File: config.mk
export PLATFORM = sky130hd
export DESIGN_NAME = modexp_ctrl
export DESIGN_NICKNAME = d
export VERILOG_FILES = /design/src/hdl/modexp_pkg.sv /design/src/hdl/modexp_ctrl.sv
export SDC_FILE = /design/constraint.sdc
export NUM_CORES = 1
export LEC_CHECK = 0
export BUFFER_PORTS_ARGS = -buffer_cell sky130_fd_sc_hd__buf_2
export CORE_AREA = 2 2 39 41
export DETAILED_ROUTE_END_ITERATION = 12
export DIE_AREA = 0 0 41 43
export SETUP_SLACK_MARGIN = 0.3
export SLEW_MARGIN = 20
export SYNTH_ARGS = -nofsm -noshare
export SYNTH_HDL_FRONTEND = slang
export SYNTH_SLANG_ARGS = --single-unit
export TNS_END_PERCENT = 5
File: constraint.sdc
create_clock -name clk_i -period 1.4 [get_ports clk_i]
set_clock_uncertainty 0.05 [all_clocks]
set_input_delay 0.07 -clock clk_i [delete_from_list [all_inputs] [get_ports clk_i]]
set_output_delay 0.07 -clock clk_i [all_outputs]
set_load 0.02 [all_outputs]
File: src/hdl/modexp_pkg.sv
package modexp_pkg;

  // Field widths of the stream payload.
  localparam int unsigned BASE_W = 32;
  localparam int unsigned EXPONENT_W = 32;
  localparam int unsigned RES_W = 30;

  // Default number of exponent bits that are used.
  localparam int unsigned EXP_BITS_DEF = 32;

  // The prime modulus, 119 * 2^23 + 1.
  localparam logic [RES_W-1:0] PRIME_MOD = 30'd998244353;

  // Fermat inverse exponent, prime minus two.
  localparam logic [RES_W-1:0] INV_EXP = PRIME_MOD - 30'd2;

  // Twice the prime, used in the first correction of the reduction.
  localparam logic [31:0] TWO_PRIME = {1'b0, PRIME_MOD, 1'b0};

  // Barrett factor floor(2^60 / prime); it fits in 31 bits.
  localparam logic [63:0] MU_FULL = 64'h1000_0000_0000_0000 / {34'd0, PRIME_MOD};
  localparam logic [30:0] BARRETT_MU = MU_FULL[30:0];

  // Register stages of the modular multiplier.
  localparam int unsigned MUL_LAT = 6;

  // Commands from the controller to the datapath.
  typedef struct packed {
    logic load;       // take a new item into the working registers
    logic reduce;     // subtract the prime once from the squared base
    logic mul_start;  // launch both modular products
    logic update;     // take the products and shift the exponent
    logic out_load;   // copy the accumulator into the output register
  } cmd_t;

  // Status from the datapath to the controller.
  typedef struct packed {
    logic sq_ge_p;    // squared base not yet below the prime
    logic exp_zero;   // no exponent bits left to process
    logic mul_done;   // both modular products are ready
  } sts_t;

endpackage

File: src/hdl/modexp_ctrl.sv
module modexp_ctrl (
  input  logic             clk_i,
  input  logic             rst_ni,
  input  logic             s_tvalid_i,
  output logic             s_tready_o,
  output logic             m_tvalid_o,
  input  logic             m_tready_i,
  input  modexp_pkg::sts_t sts_i,
  output modexp_pkg::cmd_t cmd_o
);
  import modexp_pkg::*;

  localparam logic [2:0] ST_IDLE   = 3'd0;
  localparam logic [2:0] ST_REDUCE = 3'd1;
  localparam logic [2:0] ST_CHECK  = 3'd2;
  localparam logic [2:0] ST_WAIT   = 3'd3;
  localparam logic [2:0] ST_FINISH = 3'd4;

  logic [2:0] state_q, state_d;
  logic       out_vld_q, out_vld_d;

  // Sequencing of one item: reduce the base, then one step per exponent bit.
  always_comb begin
    state_d = state_q;
    cmd_o   = '0;
    case (state_q)
      ST_IDLE: begin
        if (s_tvalid_i) begin
          cmd_o.load = 1'b1;
          state_d    = ST_REDUCE;
        end
      end
      ST_REDUCE: begin
        if (sts_i.sq_ge_p) begin
          cmd_o.reduce = 1'b1;
        end else begin
          state_d = ST_CHECK;
        end
      end
      ST_CHECK: begin
        if (sts_i.exp_zero) begin
          state_d = ST_FINISH;
        end else begin
          cmd_o.mul_start = 1'b1;
          state_d         = ST_WAIT;
        end
      end
      ST_WAIT: begin
        if (sts_i.mul_done) begin
          cmd_o.update = 1'b1;
          state_d      = ST_CHECK;
        end
      end
      ST_FINISH: begin
        if (!out_vld_q || m_tready_i) begin
          cmd_o.out_load = 1'b1;
          state_d        = ST_IDLE;
        end
      end
      default: begin
        state_d = ST_IDLE;
      end
    endcase
  end

  // Output register valid: set on a new result, cleared when it is taken.
  always_comb begin
    out_vld_d = out_vld_q;
    if (cmd_o.out_load) begin
      out_vld_d = 1'b1;
    end else if (m_tready_i) begin
      out_vld_d = 1'b0;
    end
  end

  always_ff @(posedge clk_i or negedge rst_ni) begin
    if (!rst_ni) begin
      state_q   <= ST_IDLE;
      out_vld_q <= 1'b0;
    end else begin
      state_q   <= state_d;
      out_vld_q <= out_vld_d;
    end
  end

  assign s_tready_o = (state_q == ST_IDLE);
  assign m_tvalid_o = out_vld_q;

endmodule

==> flow_metrics.py <==
metrics = {
    "logic_synthesis": {
        "syn-instance-count": 28,
        "netlist_area_sq_um": 254,
        "ys_types": 17,
        "synth_warnings": 0,
        "syn_avg_cell_area_sq_um": 9.07,
        "syn_nets": 35,
        "yosysSeqAreaShare_pct": 39.4,
        "ys_seq_elements": 4,
    },
    "global_route": {
        "grt-busiest-layer": "met2",
        "grt_pass1_vias": 265,
        "met1_usage_pct": 9.48,
        "grt_first_pass_wirelength_microns": 1020,
        "overflow": 0,
        "gr-usage-met2_pct": 11.9,
        "grt_use_total_pct": 8.98,
        "met3_usage_pct": 3.66,
        "grt_max_degree": 8,
        "antenna_found_initial": 0,
    },
    "layout": {
        "diodes": 0,
        "finalInstanceArea_sq_um": 435,
        "fillers": 150,
        "final_cells": 64,
        "drive_gt1_share_pct": 64.6,
        "layout.nets": 57,
        "area.growth.synth_to_final_pct": 71.4,
    },
    "worst_setup_path": {
        "critPathKind": "register to output pin",
        "crit_slowest_cell": "dfrtp_2",
        "endpoint_kind": "output pin",
        "path_max_fanout": 6,
        "path_cells": "nor3_2, and2_1, buf_6",
        "startpoint_type": "register",
        "crit_required_ps": 1280,
        "r2r_cells": 3,
        "slowest_delay_ps": 460,
        "arrival_ps": 1180,
    },
    "placement": {
        "portBuffers": 13,
        "placedCellCount": 55,
        "globalplace.congestion": 0.699,
        "postPlaceCellArea_sq_um": 332,
    },
    "timing": {
        "worstMarginPinSlew_ps": 230,
        "rsz0062_at_grt": "true",
        "finalSetupViolations": 0,
        "setup-tns-final_ps": 0,
        "drv_slew": 0,
        "finalCriticalPeriod_ps": 1300,
        "max_freq_mhz": 767,
        "hold_violations": 0,
        "max-slew-margin-rel_pct": 84.4,
        "fin_crit_sh_pct": 93.2,
    },
    "routing": {
        "viasPerCell": 4.25,
        "drt_iter0_markers": 1,
        "drc": 0,
        "wl_per_cell_microns": 9.70,
        "wl_microns": 621,
        "via_count": 272,
        "dr.pass1.iters": 3,
        "antenna_left": 0,
    },
    "floorplan": {
        "dieWidth_microns": 41,
        "core_sq_um": 1380,
        "io_pins": 14,
        "rows": 14,
        "dieArea_sq_um": 1760,
        "fp.dieH_microns": 43,
        "initial_core_util_pct": 18.4,
    },
    "clock_tree": {
        "cts_buffer_depth": 2,
        "path_clk_slew_ps": 40,
        "numCtsBuffers": 3,
        "clock_latency_ps": 240,
        "clockRootBuffer": "clkbuf_4",
        "clock_sinks": 4,
        "cts.htree.levels": 1,
        "cts_tree": "done",
    },
    "pwr": {
        "power.density_nw_per_um2": 1980,
        "p_leak_nw": 0.216,
        "ir_worst_vdd_uv": 488,
    },
    "hold_path": {
        "hold_class": "input pin to register",
        "hold_depth": 2,
    },
    "status": {
        "status": "complete, no violations",
    },
    "job": {
        "maxCapViolCount": 0,
    },
}
-- metrics by stage --
stage	util, %	power (mW)	hold WS [ps]	setup WS [ps]
5_1_grt	31.5	0.935	12.3	36.3
6_report	31.5	0.864	6.65	95.4
3_5_place_dp	24.0	0.565	-170	179
2_1_floorplan	-	0.502	-276	96.5
3_3_place_gp	24.0	0.560	-172	179
4_1_cts	29.7	0.823	3.43	107
-- synthesized netlist by cell type, drive strengths merged --
library cell | n | area [sq um]
nand2 | 1 | 3.75
o21ai | 2 | 10.0
a21oi | 3 | 15.0
mux4 | 1 | 22.5
nand2b | 1 | 6.26
and3 | 1 | 7.51
nor3 | 1 | 5.00
nor2b | 1 | 6.26
nor3b | 1 | 7.51
dfrtp | 4 | 100
inv | 4 | 15.0
nor4bb | 1 | 10.0
buf | 2 | 18.8
nor4b | 1 | 8.76
nor2 | 3 | 11.3
and2 | 1 | 6.26
-- critical path, delay by kind of cell, from the launching register on --
| kind | cells | cell delay (ps) |
|---|---|---|
| buffers and inverters | 1 | 110 |
| AND/OR/NAND/NOR | 2 | 370 |
| flip-flops | 1 | 460 |
-- flip-flops by register name, summed over array words and instances, names as in the netlist --
register and count:
state_q 3, m_tvalid_o 1
-- what timing repair did --
action | in CTS | in global routing
gates cloned | 0 | 0
endpoints found under the hold margin | 4 | 0
pin swaps | 0 | 2
endpoints found under the setup margin | 7 | 8
hold buffers | 1 | 0
resized for setup | 9 | 3
buffers inserted | 3 | 2
-- metal layers --
metal	vias to the layer above	routed length, microns
met1	128	244
met5	-	0
met4	0	22
li1	133	-
met3	2	37
met2	9	317
-- report_power, final --
group	leakage, nW	internal (mW)	switching [mW]
registers	0.0476	0.169	0.0808
logic	0.155	0.265	0.203
clock network	0.0138	0.0960	0.0489
total	0.216	0.530	0.333
-- final timing paths --
check	start	end	slack (ps)
min in group asynchronous	rst_ni	state_q[2]	110
worst min-delay path	m_tready_i	m_tvalid_o	7
worst min register to register	state_q[2]	state_q[0]	490
worst max-delay path	state_q[2]	cmd_o[4]	100
worst max register to register	state_q[0]	state_q[0]	170
max in group asynchronous	rst_ni	state_q[1]	1050
-- cell type report --
| cell class | count | area (sq um) | share of cell area [%] |
|---|---|---|---|
| flip-flops and latches | 4 | 104 | 23.9 |
| clock buffers | 3 | 22.5 | 5.17 |
| well taps | 16 | 20.0 | 4.60 |
| repair buffers | 19 | 126 | 29.0 |
| inverters | 4 | 15.0 | 3.45 |
| multi-input cells | 18 | 148 | 33.9 |
-- cell usage in the layout, fill, tap and decap left out --
cell / synthesis / final
mux4_2: 1 / 1
nand2_1: 1 / 1
dlygate4sd3_1: 0 / 1
a21oi_2: 0 / 1
nor3_2: 0 / 1
o21ai_0: 2 / 2
nor2_1: 3 / 3
inv_1: 4 / 4
dfrtp_1: 4 / 1
buf_2: 0 / 9
nor4bb_1: 1 / 1
and2_1: 1 / 1
clkbuf_4: 0 / 3
nand2b_1: 1 / 1
dfrtp_2: 0 / 3
buf_6: 1 / 1
nor2b_4: 0 / 1
nor4b_2: 0 / 1
nor3b_2: 0 / 1
and3_2: 1 / 1
buf_4: 1 / 8
a21oi_1: 3 / 2
-- cells by family after synthesis --
family | Yosys count | share of synthesized area [%]
simple gates | 12 | 28.6
buf+inv | 6 | 13.3
compound gates | 5 | 9.85
flops | 4 | 39.4
mux | 1 | 8.87
No activity file was read; power rests on OpenSTA's default activity.
